## src/design/pf_pkg.sv

```systemverilog
// Package for the Playfair encryptor: square geometry, letter codes,
// input kinds, sequencer states, port structs and small helper functions.
// No dependencies.
package pf_pkg;

    localparam int GRID_SIDE   = 5;
    localparam int GRID_CELLS  = GRID_SIDE * GRID_SIDE;
    localparam int NUM_LETTERS = 26;

    localparam logic [4:0] LET_I = 5'd8;
    localparam logic [4:0] LET_J = 5'd9;
    localparam logic [4:0] LET_X = 5'd23;
    localparam logic [4:0] LET_Y = 5'd24;
    localparam logic [4:0] LET_LAST = 5'(NUM_LETTERS - 1);
    localparam logic [4:0] CELLS_FULL = 5'(GRID_CELLS);

    localparam logic [6:0] ASCII_A = 7'h41;
    localparam logic [7:0] BYTE_UC_A = 8'h41;
    localparam logic [7:0] BYTE_UC_Z = 8'h5A;
    localparam logic [7:0] BYTE_LC_A = 8'h61;
    localparam logic [7:0] BYTE_LC_Z = 8'h7A;

    typedef enum logic [2:0] {
        KIND_KEY_START = 3'd0,
        KIND_KEY_CHAR  = 3'd1,
        KIND_KEY_END   = 3'd2,
        KIND_MSG_CHAR  = 3'd3,
        KIND_MSG_END   = 3'd4
    } kind_t;

    typedef enum logic [2:0] {
        CI_IDLE,
        CI_RD_A,
        CI_RD_B,
        CI_CALC,
        CI_RD_Q2,
        CI_CAP,
        CI_EMIT
    } ci_state_t;

    // one key placement: letter_place[letter] <= place, place_letter[place] <= letter
    typedef struct packed {
        logic       en;
        logic [4:0] letter;
        logic [4:0] place;
    } pf_wr_t;

    typedef struct packed {
        logic       en;
        logic [4:0] addr;
    } pf_rd_t;

    // folded letter index; valid low for a non-letter byte
    typedef struct packed {
        logic       valid;
        logic [4:0] idx;
    } pf_letter_t;

    function automatic pf_letter_t fold_letter(input logic [7:0] code);
        pf_letter_t res;
        logic [7:0] diff;
        res  = '0;
        diff = '0;
        if (code >= BYTE_LC_A && code <= BYTE_LC_Z)
        begin
            diff      = code - BYTE_LC_A;
            res.valid = 1'b1;
        end
        else if (code >= BYTE_UC_A && code <= BYTE_UC_Z)
        begin
            diff      = code - BYTE_UC_A;
            res.valid = 1'b1;
        end
        res.idx = diff[4:0];
        if (res.idx == LET_J)
            res.idx = LET_I;
        return res;
    endfunction

    // row of a square position, by compares against the row starts
    function automatic logic [2:0] pos_row(input logic [4:0] p);
        logic [2:0] r;
        r = '0;
        for (int k = 1; k < GRID_SIDE; k++)
            if (p >= 5'(k * GRID_SIDE))
                r = 3'(k);
        return r;
    endfunction

    function automatic logic [2:0] pos_col(input logic [4:0] p);
        logic [4:0] base;
        base = 5'(pos_row(p) * GRID_SIDE);
        return 3'(p - base);
    endfunction

    function automatic logic [2:0] wrap_inc(input logic [2:0] v);
        return (v == 3'(GRID_SIDE - 1)) ? 3'd0 : v + 3'd1;
    endfunction

    function automatic logic [4:0] make_pos(input logic [2:0] r, input logic [2:0] c);
        return 5'(r * GRID_SIDE) + {2'b00, c};
    endfunction

endpackage

```

## src/design/pf_req_if.sv

```systemverilog
// Input channel of the Playfair encryptor: valid/ready plus kind and byte.
// No dependencies.
interface pf_req_if;
    logic       valid;
    logic       ready;
    logic [2:0] kind;
    logic [7:0] char_code;

    modport source (output valid, output kind, output char_code, input ready);
    modport sink   (input valid, input kind, input char_code, output ready);
endinterface

```

## src/design/pf_rsp_if.sv

```systemverilog
// Result channel of the Playfair encryptor: valid/ready plus cipher pair.
// No dependencies.
interface pf_rsp_if;
    logic       valid;
    logic       ready;
    logic [6:0] first_letter;
    logic [6:0] second_letter;
    logic       pair_valid;
    logic       end_of_message;

    modport source (output valid, output first_letter, output second_letter,
                    output pair_valid, output end_of_message, input ready);
    modport sink   (input valid, input first_letter, input second_letter,
                    input pair_valid, input end_of_message, output ready);
endinterface

```

## src/design/pf_ram.sv

```systemverilog
// Generic single-write, single-read synchronous RAM with registered read.
// No dependencies.
module pf_ram #(
    parameter int WIDTH = 5,
    parameter int DEPTH = 26
) (
    input  logic                     clk,
    input  logic                     wr_en,
    input  logic [$clog2(DEPTH)-1:0] wr_addr,
    input  logic [WIDTH-1:0]         wr_data,
    input  logic                     rd_en,
    input  logic [$clog2(DEPTH)-1:0] rd_addr,
    output logic [WIDTH-1:0]         rd_data
);

    logic [WIDTH-1:0] mem [DEPTH];
    logic [WIDTH-1:0] rd_data_reg;

    always_ff @(posedge clk)
    begin
        if (wr_en)
            mem[wr_addr] <= wr_data;
        if (rd_en)
            rd_data_reg <= mem[rd_addr];
    end

    assign rd_data = rd_data_reg;

endmodule

```

## src/design/pf_key_builder.sv

```systemverilog
// Key square builder: used-letter set, fill count and the completion sweep.
// Drives the write ports of both square memories. Depends on pf_pkg.
module pf_key_builder
    import pf_pkg::*;
(
    input  logic       clk,
    input  logic       rst_n,
    input  logic       accept,
    input  logic [2:0] kind,
    input  logic [7:0] char_code,
    output logic       busy,
    output pf_wr_t     wr
);

    logic [NUM_LETTERS-1:0] used_reg, used_next;
    logic [4:0]             fill_reg, fill_next;
    logic                   sweep_reg, sweep_next;
    logic [4:0]             sweep_idx_reg, sweep_idx_next;

    pf_letter_t key_let;
    pf_letter_t cand;
    logic       do_place;

    always_comb
    begin
        key_let = fold_letter(char_code);
        cand    = '0;
        if (sweep_reg)
        begin
            cand.valid = (sweep_idx_reg != LET_J);
            cand.idx   = sweep_idx_reg;
        end
        else if (accept && kind == KIND_KEY_CHAR)
        begin
            cand = key_let;
        end
        do_place = cand.valid && (fill_reg < CELLS_FULL) && !used_reg[cand.idx];

        used_next      = used_reg;
        fill_next      = fill_reg;
        sweep_next     = sweep_reg;
        sweep_idx_next = sweep_idx_reg;

        if (do_place)
        begin
            used_next[cand.idx] = 1'b1;
            fill_next           = fill_reg + 5'd1;
        end

        if (sweep_reg)
        begin
            sweep_idx_next = sweep_idx_reg + 5'd1;
            if (sweep_idx_reg == LET_LAST)
                sweep_next = 1'b0;
        end
        else if (accept)
        begin
            unique case (kind)
                KIND_KEY_START:
                begin
                    used_next = '0;
                    fill_next = '0;
                end
                KIND_KEY_END:
                begin
                    sweep_next     = 1'b1;
                    sweep_idx_next = '0;
                end
                default: ;
            endcase
        end

        wr.en     = do_place;
        wr.letter = cand.idx;
        wr.place  = fill_reg;
    end

    always_ff @(posedge clk or negedge rst_n)
    begin
        if (!rst_n)
        begin
            used_reg      <= '0;
            fill_reg      <= '0;
            sweep_reg     <= 1'b0;
            sweep_idx_reg <= '0;
        end
        else
        begin
            used_reg      <= used_next;
            fill_reg      <= fill_next;
            sweep_reg     <= sweep_next;
            sweep_idx_reg <= sweep_idx_next;
        end
    end

    assign busy = sweep_reg;

endmodule

```

## src/design/pf_cipher.sv

```systemverilog
// Message pairing and pair encryption: reads letter_place then place_letter,
// applies the row, column and rectangle rules, holds the result word.
// Depends on pf_pkg and pf_rsp_if.
module pf_cipher
    import pf_pkg::*;
(
    input  logic       clk,
    input  logic       rst_n,
    input  logic       accept,
    input  logic [2:0] kind,
    input  logic [7:0] char_code,
    output logic       busy,
    output pf_rd_t     lp_rd,
    input  logic [4:0] lp_data,
    output pf_rd_t     pl_rd,
    input  logic [4:0] pl_data,
    pf_rsp_if.source   rsp
);

    ci_state_t  state_reg, state_next;
    logic [4:0] held_reg, held_next;
    logic       held_valid_reg, held_valid_next;
    logic [4:0] a_reg, a_next;
    logic [4:0] b_reg, b_next;
    logic [4:0] p1_reg, p1_next;
    logic [4:0] q2_reg, q2_next;
    logic [6:0] st_first_reg, st_first_next;
    logic [6:0] st_second_reg, st_second_next;
    logic       st_pv_reg, st_pv_next;
    logic       st_eom_reg, st_eom_next;

    logic       out_valid_reg, out_valid_next;
    logic [6:0] out_first_reg, out_second_reg;
    logic       out_pv_reg, out_eom_reg;
    logic       out_load;

    pf_letter_t msg_let;
    logic       start_pair;
    logic [4:0] pa, pb;
    logic [4:0] p1c, p2c;
    logic [2:0] r1, c1, r2, c2;
    logic [4:0] q1;

    always_comb
    begin
        msg_let = fold_letter(char_code);

        // out-of-square positions read as position zero
        p1c = (p1_reg < CELLS_FULL) ? p1_reg : 5'd0;
        p2c = (lp_data < CELLS_FULL) ? lp_data : 5'd0;
        r1 = pos_row(p1c);
        c1 = pos_col(p1c);
        r2 = pos_row(p2c);
        c2 = pos_col(p2c);
        if (r1 == r2)
        begin
            c1 = wrap_inc(c1);
            c2 = wrap_inc(c2);
        end
        else if (c1 == c2)
        begin
            r1 = wrap_inc(r1);
            r2 = wrap_inc(r2);
        end
        else
        begin
            c1 = pos_col(p2c);
            c2 = pos_col(p1c);
        end
        q1 = make_pos(r1, c1);

        state_next      = state_reg;
        held_next       = held_reg;
        held_valid_next = held_valid_reg;
        a_next          = a_reg;
        b_next          = b_reg;
        p1_next         = p1_reg;
        q2_next         = q2_reg;
        st_first_next   = st_first_reg;
        st_second_next  = st_second_reg;
        st_pv_next      = st_pv_reg;
        st_eom_next     = st_eom_reg;
        lp_rd           = '0;
        pl_rd           = '0;
        out_load        = 1'b0;
        start_pair      = 1'b0;
        pa              = held_reg;
        pb              = LET_X;

        unique case (state_reg)
            CI_IDLE:
            begin
                if (accept)
                begin
                    case (kind)
                        KIND_KEY_START: held_valid_next = 1'b0;
                        KIND_MSG_CHAR:
                        begin
                            if (msg_let.valid)
                            begin
                                if (!held_valid_reg)
                                begin
                                    held_next       = msg_let.idx;
                                    held_valid_next = 1'b1;
                                end
                                else
                                begin
                                    // doubled letter pairs with X and stays pending
                                    if (held_reg != msg_let.idx)
                                    begin
                                        pb              = msg_let.idx;
                                        held_valid_next = 1'b0;
                                    end
                                    start_pair  = 1'b1;
                                    st_eom_next = 1'b0;
                                end
                            end
                        end
                        KIND_MSG_END:
                        begin
                            st_eom_next = 1'b1;
                            if (held_valid_reg)
                            begin
                                held_valid_next = 1'b0;
                                start_pair      = 1'b1;
                            end
                            else
                            begin
                                st_first_next  = '0;
                                st_second_next = '0;
                                st_pv_next     = 1'b0;
                                state_next     = CI_EMIT;
                            end
                        end
                        default: ;
                    endcase

                    if (start_pair)
                    begin
                        a_next     = pa;
                        b_next     = pb;
                        st_pv_next = 1'b1;
                        if (pa == LET_X && pb == LET_X)
                        begin
                            st_first_next  = ASCII_A + {2'b00, LET_Y};
                            st_second_next = ASCII_A + {2'b00, LET_Y};
                            state_next     = CI_EMIT;
                        end
                        else
                        begin
                            state_next = CI_RD_A;
                        end
                    end
                end
            end
            CI_RD_A:
            begin
                lp_rd.en   = 1'b1;
                lp_rd.addr = a_reg;
                state_next = CI_RD_B;
            end
            CI_RD_B:
            begin
                lp_rd.en   = 1'b1;
                lp_rd.addr = b_reg;
                p1_next    = lp_data;
                state_next = CI_CALC;
            end
            CI_CALC:
            begin
                pl_rd.en   = 1'b1;
                pl_rd.addr = q1;
                q2_next    = make_pos(r2, c2);
                state_next = CI_RD_Q2;
            end
            CI_RD_Q2:
            begin
                pl_rd.en      = 1'b1;
                pl_rd.addr    = q2_reg;
                st_first_next = ASCII_A + {2'b00, pl_data};
                state_next    = CI_CAP;
            end
            CI_CAP:
            begin
                st_second_next = ASCII_A + {2'b00, pl_data};
                state_next     = CI_EMIT;
            end
            CI_EMIT:
            begin
                if (!out_valid_reg || rsp.ready)
                begin
                    out_load   = 1'b1;
                    state_next = CI_IDLE;
                end
            end
            default: state_next = CI_IDLE;
        endcase

        out_valid_next = out_valid_reg;
        if (out_load)
            out_valid_next = 1'b1;
        else if (rsp.ready)
            out_valid_next = 1'b0;
    end

    always_ff @(posedge clk or negedge rst_n)
    begin
        if (!rst_n)
        begin
            state_reg      <= CI_IDLE;
            held_reg       <= '0;
            held_valid_reg <= 1'b0;
            out_valid_reg  <= 1'b0;
        end
        else
        begin
            state_reg      <= state_next;
            held_reg       <= held_next;
            held_valid_reg <= held_valid_next;
            out_valid_reg  <= out_valid_next;
        end
    end

    always_ff @(posedge clk)
    begin
        a_reg         <= a_next;
        b_reg         <= b_next;
        p1_reg        <= p1_next;
        q2_reg        <= q2_next;
        st_first_reg  <= st_first_next;
        st_second_reg <= st_second_next;
        st_pv_reg     <= st_pv_next;
        st_eom_reg    <= st_eom_next;
        if (out_load)
        begin
            out_first_reg  <= st_first_reg;
            out_second_reg <= st_second_reg;
            out_pv_reg     <= st_pv_reg;
            out_eom_reg    <= st_eom_reg;
        end
    end

    assign busy              = (state_reg != CI_IDLE);
    assign rsp.valid         = out_valid_reg;
    assign rsp.first_letter  = out_first_reg;
    assign rsp.second_letter = out_second_reg;
    assign rsp.pair_valid    = out_pv_reg;
    assign rsp.end_of_message = out_eom_reg;

`ifndef SYNTHESIS
    // a word only appears after the emit state
    a_load_from_emit: assert property (@(posedge clk) disable iff (!rst_n)
        $rose(out_valid_reg) |-> $past(state_reg) == CI_EMIT)
        else $error("result word loaded outside emit");

    // a word without a pair is the bare end-of-message marker
    a_empty_word: assert property (@(posedge clk) disable iff (!rst_n)
        (out_valid_reg && !out_pv_reg) |->
            (out_eom_reg && out_first_reg == 7'd0 && out_second_reg == 7'd0))
        else $error("empty word carries letters");

    // the two letter_place reads are back to back and feed the square read
    a_read_order: assert property (@(posedge clk) disable iff (!rst_n)
        (state_reg == CI_RD_A) |=> (state_reg == CI_RD_B) ##1 (state_reg == CI_CALC))
        else $error("lookup sequence broken");

    // message end never leaves a letter pending
    a_end_clears: assert property (@(posedge clk) disable iff (!rst_n)
        (accept && state_reg == CI_IDLE && kind == KIND_MSG_END) |=> !held_valid_reg)
        else $error("pending letter survives message end");
`endif

endmodule

```

## src/design/playfair_encryptor_core.sv

```systemverilog
// Top level of the Playfair encryptor: dispatches input words to the key
// builder and the cipher sequencer, holds the two square memories.
// Depends on pf_pkg, pf_req_if, pf_rsp_if, pf_ram, pf_key_builder, pf_cipher.
//
//   channel  dir  fields                                              
//   req      in   kind[2:0], char_code[7:0]                           
//   rsp      out  first_letter[6:0], second_letter[6:0], pair_valid,  
//                 end_of_message                                      
//
// Key end starts a completion sweep over all 26 letters, one letter per cycle.
// A message pair steps through the states RD_A, RD_B, CALC, RD_Q2, CAP and EMIT
// for two letter_place and two place_letter reads through the single read port
// of each memory; an XX pair and a bare message end go straight to EMIT.
// Reset clears the used-letter set, fill count and pending letter; the
// memories are not cleared. The result register lets the next word in while
// a result waits; a stalled rsp only holds the sequencer in its emit state.
module playfair_encryptor_core
    import pf_pkg::*;
(
    input  logic     clk,
    input  logic     rst_n,
    pf_req_if.sink   req,
    pf_rsp_if.source rsp
);

    logic       accept;
    logic       kb_busy;
    logic       ci_busy;
    pf_wr_t     kb_wr;
    pf_rd_t     lp_rd;
    pf_rd_t     pl_rd;
    logic [4:0] lp_data;
    logic [4:0] pl_data;

    assign req.ready = !kb_busy && !ci_busy;
    assign accept    = req.valid && req.ready;

    pf_key_builder u_key (
        .clk       (clk),
        .rst_n     (rst_n),
        .accept    (accept),
        .kind      (req.kind),
        .char_code (req.char_code),
        .busy      (kb_busy),
        .wr        (kb_wr)
    );

    pf_cipher u_cipher (
        .clk       (clk),
        .rst_n     (rst_n),
        .accept    (accept),
        .kind      (req.kind),
        .char_code (req.char_code),
        .busy      (ci_busy),
        .lp_rd     (lp_rd),
        .lp_data   (lp_data),
        .pl_rd     (pl_rd),
        .pl_data   (pl_data),
        .rsp       (rsp)
    );

    // letter -> square position
    pf_ram #(.WIDTH(5), .DEPTH(NUM_LETTERS)) u_letter_place (
        .clk     (clk),
        .wr_en   (kb_wr.en),
        .wr_addr (kb_wr.letter),
        .wr_data (kb_wr.place),
        .rd_en   (lp_rd.en),
        .rd_addr (lp_rd.addr),
        .rd_data (lp_data)
    );

    // square position -> letter
    pf_ram #(.WIDTH(5), .DEPTH(GRID_CELLS)) u_place_letter (
        .clk     (clk),
        .wr_en   (kb_wr.en),
        .wr_addr (kb_wr.place),
        .wr_data (kb_wr.letter),
        .rd_en   (pl_rd.en),
        .rd_addr (pl_rd.addr),
        .rd_data (pl_data)
    );

endmodule
```

## src/flat_wrapper.sv

```systemverilog
// flat-port wrapper written by rule: the top's interface ports become plain ports
module playfair_encryptor_core_flat import pf_pkg::*;
  (clk, rst_n, req_valid, req_kind, req_char_code, req_ready, rsp_valid, rsp_first_letter, rsp_second_letter, rsp_pair_valid, rsp_end_of_message, rsp_ready);
  pf_req_if req_i ();
  pf_rsp_if rsp_i ();
  input  logic clk;
  input  logic rst_n;
  input wire logic [$bits(req_i.valid)-1:0] req_valid;
  input wire logic [$bits(req_i.kind)-1:0] req_kind;
  input wire logic [$bits(req_i.char_code)-1:0] req_char_code;
  output wire logic [$bits(req_i.ready)-1:0] req_ready;
  output wire logic [$bits(rsp_i.valid)-1:0] rsp_valid;
  output wire logic [$bits(rsp_i.first_letter)-1:0] rsp_first_letter;
  output wire logic [$bits(rsp_i.second_letter)-1:0] rsp_second_letter;
  output wire logic [$bits(rsp_i.pair_valid)-1:0] rsp_pair_valid;
  output wire logic [$bits(rsp_i.end_of_message)-1:0] rsp_end_of_message;
  input wire logic [$bits(rsp_i.ready)-1:0] rsp_ready;
  assign req_i.valid = req_valid;
  assign req_i.kind = req_kind;
  assign req_i.char_code = req_char_code;
  assign req_ready = req_i.ready;
  assign rsp_valid = rsp_i.valid;
  assign rsp_first_letter = rsp_i.first_letter;
  assign rsp_second_letter = rsp_i.second_letter;
  assign rsp_pair_valid = rsp_i.pair_valid;
  assign rsp_end_of_message = rsp_i.end_of_message;
  assign rsp_i.ready = rsp_ready;
  playfair_encryptor_core u_core (.clk(clk), .rst_n(rst_n), .req(req_i), .rsp(rsp_i));
endmodule
```

## config.mk

```make
export PLATFORM = sky130hd
export DESIGN_NAME = playfair_encryptor_core_flat
export DESIGN_NICKNAME = d
export VERILOG_FILES = /design/src/design/pf_pkg.sv /design/src/design/pf_req_if.sv /design/src/design/pf_rsp_if.sv /design/src/design/pf_ram.sv /design/src/design/pf_key_builder.sv /design/src/design/pf_cipher.sv /design/src/design/playfair_encryptor_core.sv /design/src/flat_wrapper.sv
export SDC_FILE = /design/constraint.sdc
export NUM_CORES = 1
export LEC_CHECK = 0
export BUFFER_PORTS_ARGS = -buffer_cell sky130_fd_sc_hd__buf_2
export CORE_ASPECT_RATIO = 0.8
export CORE_MARGIN = 5
export CORE_UTILIZATION = 50
export DETAILED_ROUTE_END_ITERATION = 7
export PLACE_DENSITY = 0.76
export SLEW_MARGIN = 20
export SYNTH_ARGS = -nofsm -noshare
export SYNTH_HDL_FRONTEND = slang
export SYNTH_SLANG_ARGS = --single-unit
```

## constraint.sdc

```tcl
create_clock -name clk -period 9.84 [get_ports clk]
set_input_delay 0.984 -clock clk [delete_from_list [all_inputs] [get_ports clk]]
set_output_delay 0.984 -clock clk [all_outputs]
set_load 0.1 [all_outputs]
```

Word level (Yosys, flattened, before mapping)
Memories as Yosys holds them, arrays and structs flattened. A register that Yosys moved wholly into a read port is not among the register bits.
Cells that the tools add are included.
{"block": "op_classes", "add_sub_neg": 15, "multipliers": 6, "n_lt_le_gt_ge": 17, "eq_ne": 29, "n_mux": 99, "bitwise": 2, "n_reduce_logical": 35}
{"op": "two-way mux 26 bit", "n": 4}
{"op": "two-way mux 5 bit", "n": 18}
{"op": "two-way mux 3 bit", "n": 27}
{"op": "two-way mux 7 bit", "n": 10}
{"op": "case mux 7 bit (2 select lines)", "n": 2}
{"op": "two-way mux 1 bit", "n": 27}
{"op": "OR 26 bit", "n": 1}
{"op": "equality test 3 bit, second input constant", "n": 8}
{"op": "case mux 6 bit (2 select lines)", "n": 2}
{"op": "case mux 3 bit (7 select lines)", "n": 1}
{"op": "greater-or-equal comparator 5 x 4 -> 1 bit, second input constant", "n": 4}
{"op": "greater-or-equal comparator 8 x 7 -> 1 bit, second input constant", "n": 2}
{"op": "<= comparator 8 x 7 -> 1 bit, second input constant", "n": 2}
{"op": "nonzero test 2 bit", "n": 8}
{"op": "equality test 5 bit, second input constant", "n": 3}
{"op": "less-than comparator 5 bit, second input constant", "n": 3}
{"op": "adder 3 x 1 -> 3 bit, second input constant", "n": 4}
{"op": "equality test 3 x 2 -> 1 bit, second input constant", "n": 4}
{"op": "multiplier 3 x 3 -> 3 bit, second input constant", "n": 4}
{"op": "two-way mux 6 bit", "n": 2}
{"op": "AND reduction 4 bit", "n": 3}
{"op": "subtractor 3 bit", "n": 4}
{"op": "adder 5 x 1 -> 5 bit, second input constant", "n": 2}
{"op": "adder 5 x 3 -> 5 bit", "n": 2}
{"op": "other kinds (30)", "n": 56}
{"block": "word_totals", "register_bits": 99, "mem_bits_rw": 255, "wordCells": 225, "mem_count": 2}
{"name": "u_core.u_letter_place.mem", "depth": 26, "width": 5, "rd": 1, "rd_clocked_by_memory_dff": 1, "wr": 1, "line_no": "pf_ram.sv:16", "source": "logic [WIDTH-1:0] mem [DEPTH];"}
{"name": "u_core.u_place_letter.mem", "depth": 25, "width": 5, "rd": 1, "rd_clocked_by_memory_dff": 1, "wr": 1, "line_no": "pf_ram.sv:16"}

Depth between registers and ports, before layout
{"block": "depth", "depth_word": 19, "depth_mapped": 26, "ltp_nobuf": 24}

Hierarchy
From an unflattened synthesis, not the netlist that was laid out.
{"block": "unflattened", "cells_unflattened": 1298, "hier_area_um2": 17384.2}
{"module": "pf_ram at u_core.u_letter_place", "n_inst": 1, "cells_each": 315, "area_per_inst_um2": 5418.9, "seq_area_each_um2": 4053.9}
{"module": "pf_ram at u_core.u_place_letter", "n_inst": 1, "cells_each": 272, "area_per_inst_um2": 5128.7, "seq_area_each_um2": 3903.7}
{"module": "pf_cipher", "n_inst": 1, "cells_each": 456, "area_per_inst_um2": 4356.7, "seq_area_each_um2": 1811.7}
{"module": "pf_key_builder", "n_inst": 1, "cells_each": 253, "area_per_inst_um2": 2463.6, "seq_area_each_um2": 925.9}
{"module": "playfair_encryptor_core", "n_inst": 1, "cells_each": 2, "area_per_inst_um2": 16.3, "seq_area_each_um2": 0.0}

Least setup slack after synthesis
No wires, ideal clock.
{"block": "synth_timing", "path_kind": "reg2reg", "start": "reg u_core.u_cipher.p1_reg[0]", "end": "reg u_core.u_place_letter.rd_data_reg[0], in the netlist u_core.u_place_letter.rd_data[0] (read register of u_core.u_place_letter.mem) (data pin)", "arrival_ps": 5854, "t_required_ps": 9711, "setup_slack_ps": 3857, "stages_incl_launch_ff": 27, "period_less_slack_ps": 5983, "cell_sequence": "edfxtp_1 buf_2 o21ba_2 o21ai_0 a21oi_1 or2_2 ha_1 fa_1 nand2b_1 a21oi_1 a211oi_2 xor2_1 nand3_1 mux4_2 nand2_1 ha_1 ha_1 inv_1 fa_1 o21ai_0 clkbuf_1 clkbuf_1 nand2_1 a311oi_1 a21oi_1 a21oi_1 mux2_2"}
{"block": "synth_between", "elab_chain_cells": 15, "elab_cells_between_ends": 27, "cone_classes": "4 x add/sub; 2 x mul; 5 x order compare; 4 x eq/ne; 12 x mux"}
{"item": "from (decl)", "line_no": "pf_cipher.sv:25", "source": "logic [4:0] p1_reg, p1_next;"}
{"item": "from (signal assigned)", "line_no": "pf_cipher.sv:228", "source": "p1_reg <= p1_next;"}
{"item": "less-than comparator 5 bit", "line_no": "pf_cipher.sv:49", "source": "p1c = (p1_reg < CELLS_FULL) ? p1_reg : 5'd0;"}
{"item": "two-way mux 5 bit (*)", "line_no": "pf_cipher.sv:49"}
{"item": "greater-or-equal comparator 5 x 3 -> 1 bit", "line_no": "pf_pkg.sv:85", "source": "if (p >= 5'(k * GRID_SIDE))"}
{"item": "two-way mux 1 bit", "line_no": "pf_pkg.sv:85"}
{"item": "two-way mux 2 bit", "line_no": "pf_pkg.sv:85"}
{"item": "two-way mux 3 bit (2 in a row)", "line_no": "pf_pkg.sv:85"}
{"item": "multiplier 3 x 3 -> 3 bit", "line_no": "pf_pkg.sv:92", "source": "base = 5'(pos_row(p) * GRID_SIDE);"}
{"item": "subtractor 3 bit", "line_no": "pf_pkg.sv:93", "source": "return 3'(p - base);"}
{"item": "equality test 3 bit", "line_no": "pf_cipher.sv:60", "source": "else if (c1 == c2)"}
{"item": "two-way mux 3 bit", "line_no": "pf_cipher.sv:60"}
{"item": "two-way mux 3 bit", "line_no": "pf_cipher.sv:55", "source": "if (r1 == r2)"}
{"item": "multiplier 3 x 3 -> 5 bit", "line_no": "pf_pkg.sv:101", "source": "return 5'(r * GRID_SIDE) + {2'b00, c};"}
{"item": "adder 5 x 3 -> 5 bit (*)", "line_no": "pf_pkg.sv:101"}
{"item": "case mux 6 bit (2 select lines) (*)", "line_no": "pf_cipher.sv:90", "source": "unique case (state_reg)"}
{"item": "to (decl)", "line_no": "pf_ram.sv:17", "source": "logic [WIDTH-1:0] rd_data_reg;"}
Mark *: on every way between the ends. The rest lies on a longest branch, timed or not.
A chain may end at the register's enable or synchronous reset.

Final worst setup path
{"block": "layout_timing", "start": "reg u_core.u_cipher.p1_reg[1]", "end": "reg u_core.u_place_letter.rd_data_reg[3], in the netlist u_core.u_place_letter.rd_data[3] (read register of u_core.u_place_letter.mem) (data pin)"}
The elaborated chain is that of the path after synthesis.

==> results.sh <==
export IMPL_status="finished clean"
export IMPL_most_frequently_used_flop_master_after_synthesis="sky130_fd_sc_hd__edfxtp_1"
export IMPL_least_setup_slack_across_all_paths_after_layout_ps=2830
export IMPL_critPathTopFamily="compound AO/OA/AOI/OAI gates"
export IMPL_yosysMostFrequentCell="sky130_fd_sc_hd__edfxtp_1"
export IMPL_hold_viol_final=0
export IMPL_grt_busiest_layer="met2"
export IMPL_grt_use_met1_pct=28.3
export IMPL_worstSetupPathType="reg -> reg"
export IMPL_fin_tns_setup_ps=0
export IMPL_synthArstFlopShare_pct=12.9
export IMPL_slew_viol_final=0
export IMPL_die_y_um=175
export IMPL_grt_met2_usage_pct=31.4
export IMPL_cp_num_cells=25
export IMPL_maximum_vdd_drop_uv=248
export IMPL_critPathArrivalTime_ps=7280
export IMPL_worstSkewPairLatency_ps=530
export IMPL_initial_antenna_violation_count=1
export IMPL_largest_reg_flops=130
export IMPL_syn_inst=1310
export IMPL_combined_buffer_and_inverter_count_along_the_critical_path=2
export IMPL_max_slew_worst_pin_slew_ps=1080
export IMPL_cts_sink_count=364
export IMPL_cts_root_buffer_cell="sky130_fd_sc_hd__clkbuf_16"
export IMPL_synth_area_top_cells="sky130_fd_sc_hd__edfxtp_1 56%, sky130_fd_sc_hd__dfrtp_1 6.9%, sky130_fd_sc_hd__mux4_2 4.1%, sky130_fd_sc_hd__nand2_1 3.5%, sky130_fd_sc_hd__ha_1 2.4%"
export IMPL_grtUsageMet3_pct=3.19
export IMPL_gp_congestion=0.877
export IMPL_clock_skew_final_ps=21.1
export IMPL_p_int_w=0.00412
export IMPL_vias_per_cell=6.13
export IMPL_powerDensity_nw_per_um2=367
export IMPL_layout_area_overhead_vs_synth_pct=10.3
export IMPL_power_static_leakage_nw=6.76
export IMPL_crit_path_max_incr_delay_ps=650
export IMPL_endpoint_kind="register"
export IMPL_crit_path_launch_type="register"
export IMPL_numCtsBuffers=37
export IMPL_boundaryPins=33
export IMPL_drt_iter0_drc=1087
export IMPL_vias=10915
export IMPL_hold_path_cell_count=0
export IMPL_final_nets=1372
export IMPL_vias_in_the_first_global_route=10632
export IMPL_synth_top_cell_area_share_pct=55.7
export IMPL_netSwitchingFraction_pct=40.5
export IMPL_ant_nets=0
export IMPL_detail_route_wl_per_cell_um=21.1
export IMPL_grt_first_pass_wirelength_mm=59.5
export IMPL_post_cts_repair_setup_buffers=0
export IMPL_synth_warning_count=0
export IMPL_synth_top_cells_by_count="317 x sky130_fd_sc_hd__edfxtp_1, 160 x sky130_fd_sc_hd__nand2_1, 78 x sky130_fd_sc_hd__nor2_1, 57 x sky130_fd_sc_hd__o21ai_0, 56 x sky130_fd_sc_hd__clkbuf_1"
export IMPL_cp_data_required_time_ps=10110
export IMPL_fp_dieArea_um2=38000
export IMPL_number_of_design_rule_violations_left_after_detail_routing=0
export IMPL_syn_cell_area_um2=17100
export IMPL_max_cap_violation_count=0
export IMPL_finalSetupViolations=0
export IMPL_diodes=0
export IMPL_post_cts_hold_buffer_count=0
export IMPL_detailedPlacementHpwl_mm=24.5
export IMPL_cts_buffer_depth=3
export IMPL_maximum_number_of_pins_on_one_net_before_global_route_repair=61
export IMPL_fill_cells=2631
export IMPL_track_usage_pct=19.6
export IMPL_grt_remaining_overflow=0
export IMPL_final_period_minus_worst_setup_slack_ps=7010
export IMPL_reg2reg_depth=25
export IMPL_netlist_cell_type_count=84
export IMPL_synth_top_area_cell="sky130_fd_sc_hd__edfxtp_1"
export IMPL_final_layout_size_suffix_gt1_share_pct=14.0
export IMPL_grt_setup_unrepaired="no"
export IMPL_placement_io_buffers=32
export IMPL_postSynthNetCount=1362
export IMPL_net_switching_power_w=0.00280
export IMPL_comb_power_share_pct=47.4
export IMPL_layout_worst_path_cycle_share_pct=71.2
export IMPL_num_rows=60
export IMPL_max_freq_mhz=143
export IMPL_post_cts_resize_count=0
export IMPL_critical_path_slowest_cell="sky130_fd_sc_hd__fa_1"
export IMPL_synth_area_per_cell_um2=13.1
export IMPL_tritoncts="done"
export IMPL_fp_coreArea_um2=33700
export IMPL_finish_utilization_pct=55.9
export IMPL_worstPathMaxFanout=40
export IMPL_maxSlewHeadroom_pct=28.0
export IMPL_power_share_sequential_pct=32.9
export IMPL_place_worst_setup_slack_ps=2840
export IMPL_clock_tree_htree_level_count=2
export IMPL_synth_ff_latch_count=364
export IMPL_synth_seq_area_share_pct=62.6
export IMPL_min_path_type="reg -> reg"
export IMPL_dr_pass1_iters=5
export IMPL_path_clk_slew_ps=60
export IMPL_initial_core_util_pct=50.7
export IMPL_synth_enable_flop_cells=317
export IMPL_final_wirelength_mm=37.6
export IMPL_share_clk_of_total_power_pct=19.7
export IMPL_die_width_um=217
## cells by family (layout without fill, tap and decap cells)
logic type,after synthesis,in the layout,synth area share [%]
XOR/XNOR,21,21,1.08
flip-flops,364,364,62.6
adder cells (fa/ha/maj),37,37,2.88
AND/OR/NAND/NOR,414,414,11.9
multiplexers,84,84,7.38
buffers and inverters,109,147,2.68
AO/OA/AOI/OAI,281,281,11.5
## metrics by stage
stage               instances  instance area (um^2)  hold WS [ps]  total power [W]
floorplan                1310                 17100           400          0.00462
global placement         1713                 17600           410          0.00538
detailed placement       1713                 17600           409          0.00549
CTS                      1780                 18800           422          0.00687
global route             1782                 18900           433          0.00740
finish                   1782                 18900           424          0.00692
## area by class of cell
class                           count  area (um^2)  share of cell area, %
Sequential cell                   364        10700                   56.7
Multi-Input combinational cell    837         6000                   31.8
Clock buffer                       60         1100                   5.86
Tap cell                          434          543                   2.88
Timing Repair Buffer               48          303                   1.61
Inverter                           32          120                  0.637
Clock inverter                      7         86.3                  0.458
## metal layers
| layer | vias up | wire length, um |
|---|---|---|
| li1 | 5006 | - |
| met5 | - | 20 |
| met1 | 5465 | 16600 |
| met3 | 56 | 2490 |
| met2 | 386 | 17900 |
| met4 | 2 | 697 |
## cells in the final DEF, fill, tap and decap left out, types with 7 or more instances in the layout
master,count
sky130_fd_sc_hd__edfxtp_1,317
sky130_fd_sc_hd__a21oi_1,51
sky130_fd_sc_hd__a31oi_1,27
sky130_fd_sc_hd__nor2b_1,16
sky130_fd_sc_hd__a311oi_1,15
sky130_fd_sc_hd__nor3_1,16
sky130_fd_sc_hd__nor2_1,76
sky130_fd_sc_hd__nand2b_1,7
sky130_fd_sc_hd__inv_1,32
sky130_fd_sc_hd__nand2_1,160
sky130_fd_sc_hd__and3_1,28
sky130_fd_sc_hd__mux2i_1,29
sky130_fd_sc_hd__dfrtp_1,46
sky130_fd_sc_hd__o21ai_0,56
sky130_fd_sc_hd__a211oi_1,40
sky130_fd_sc_hd__buf_4,15
sky130_fd_sc_hd__clkbuf_16,39
sky130_fd_sc_hd__and2_1,42
sky130_fd_sc_hd__mux2_2,23
sky130_fd_sc_hd__nand3_1,21
sky130_fd_sc_hd__xnor2_1,10
sky130_fd_sc_hd__ha_1,33
sky130_fd_sc_hd__xor2_1,11
sky130_fd_sc_hd__clkbuf_1,16
sky130_fd_sc_hd__mux4_2,31
sky130_fd_sc_hd__buf_2,31
sky130_fd_sc_hd__o31ai_1,10
sky130_fd_sc_hd__o211ai_1,11
sky130_fd_sc_hd__or3_1,8
## power by group through the flow
stage	Sequential (W)	Clock, W	Combinational, W
final	0.00227	0.00136	0.00328
after global routing	0.00230	0.00145	0.00364
after CTS	0.00227	0.00138	0.00322
after detailed placement	0.00230	0	0.00319
after global placement	0.00229	0	0.00309
after floorplan	0.00229	0	0.00233
## final timing paths
check,from,end,slack (ps)
hold / removal,u_core.u_cipher.st_pv_reg$_SDFFCE_PP1P_,u_core.u_cipher.rsp.pair_valid$_DFFE_PP_,420
max in group asynchronous,rst_n,u_core.u_key.fill_reg[0]$_DFF_PN0_,8890
setup reg to reg,u_core.u_cipher.p1_reg[1]$_DFFE_PN_,u_core.u_place_letter.rd_data[3]$_DFFE_PN_,2830
setup / recovery,u_core.u_cipher.p1_reg[1]$_DFFE_PN_,u_core.u_place_letter.rd_data[3]$_DFFE_PN_,2830
min in group asynchronous,rst_n,u_core.u_key.used_reg[15]$_DFF_PN0_,480
hold reg to reg,u_core.u_cipher.st_pv_reg$_SDFFCE_PP1P_,u_core.u_cipher.rsp.pair_valid$_DFFE_PP_,420
Power figures use the tool's default switching activity.
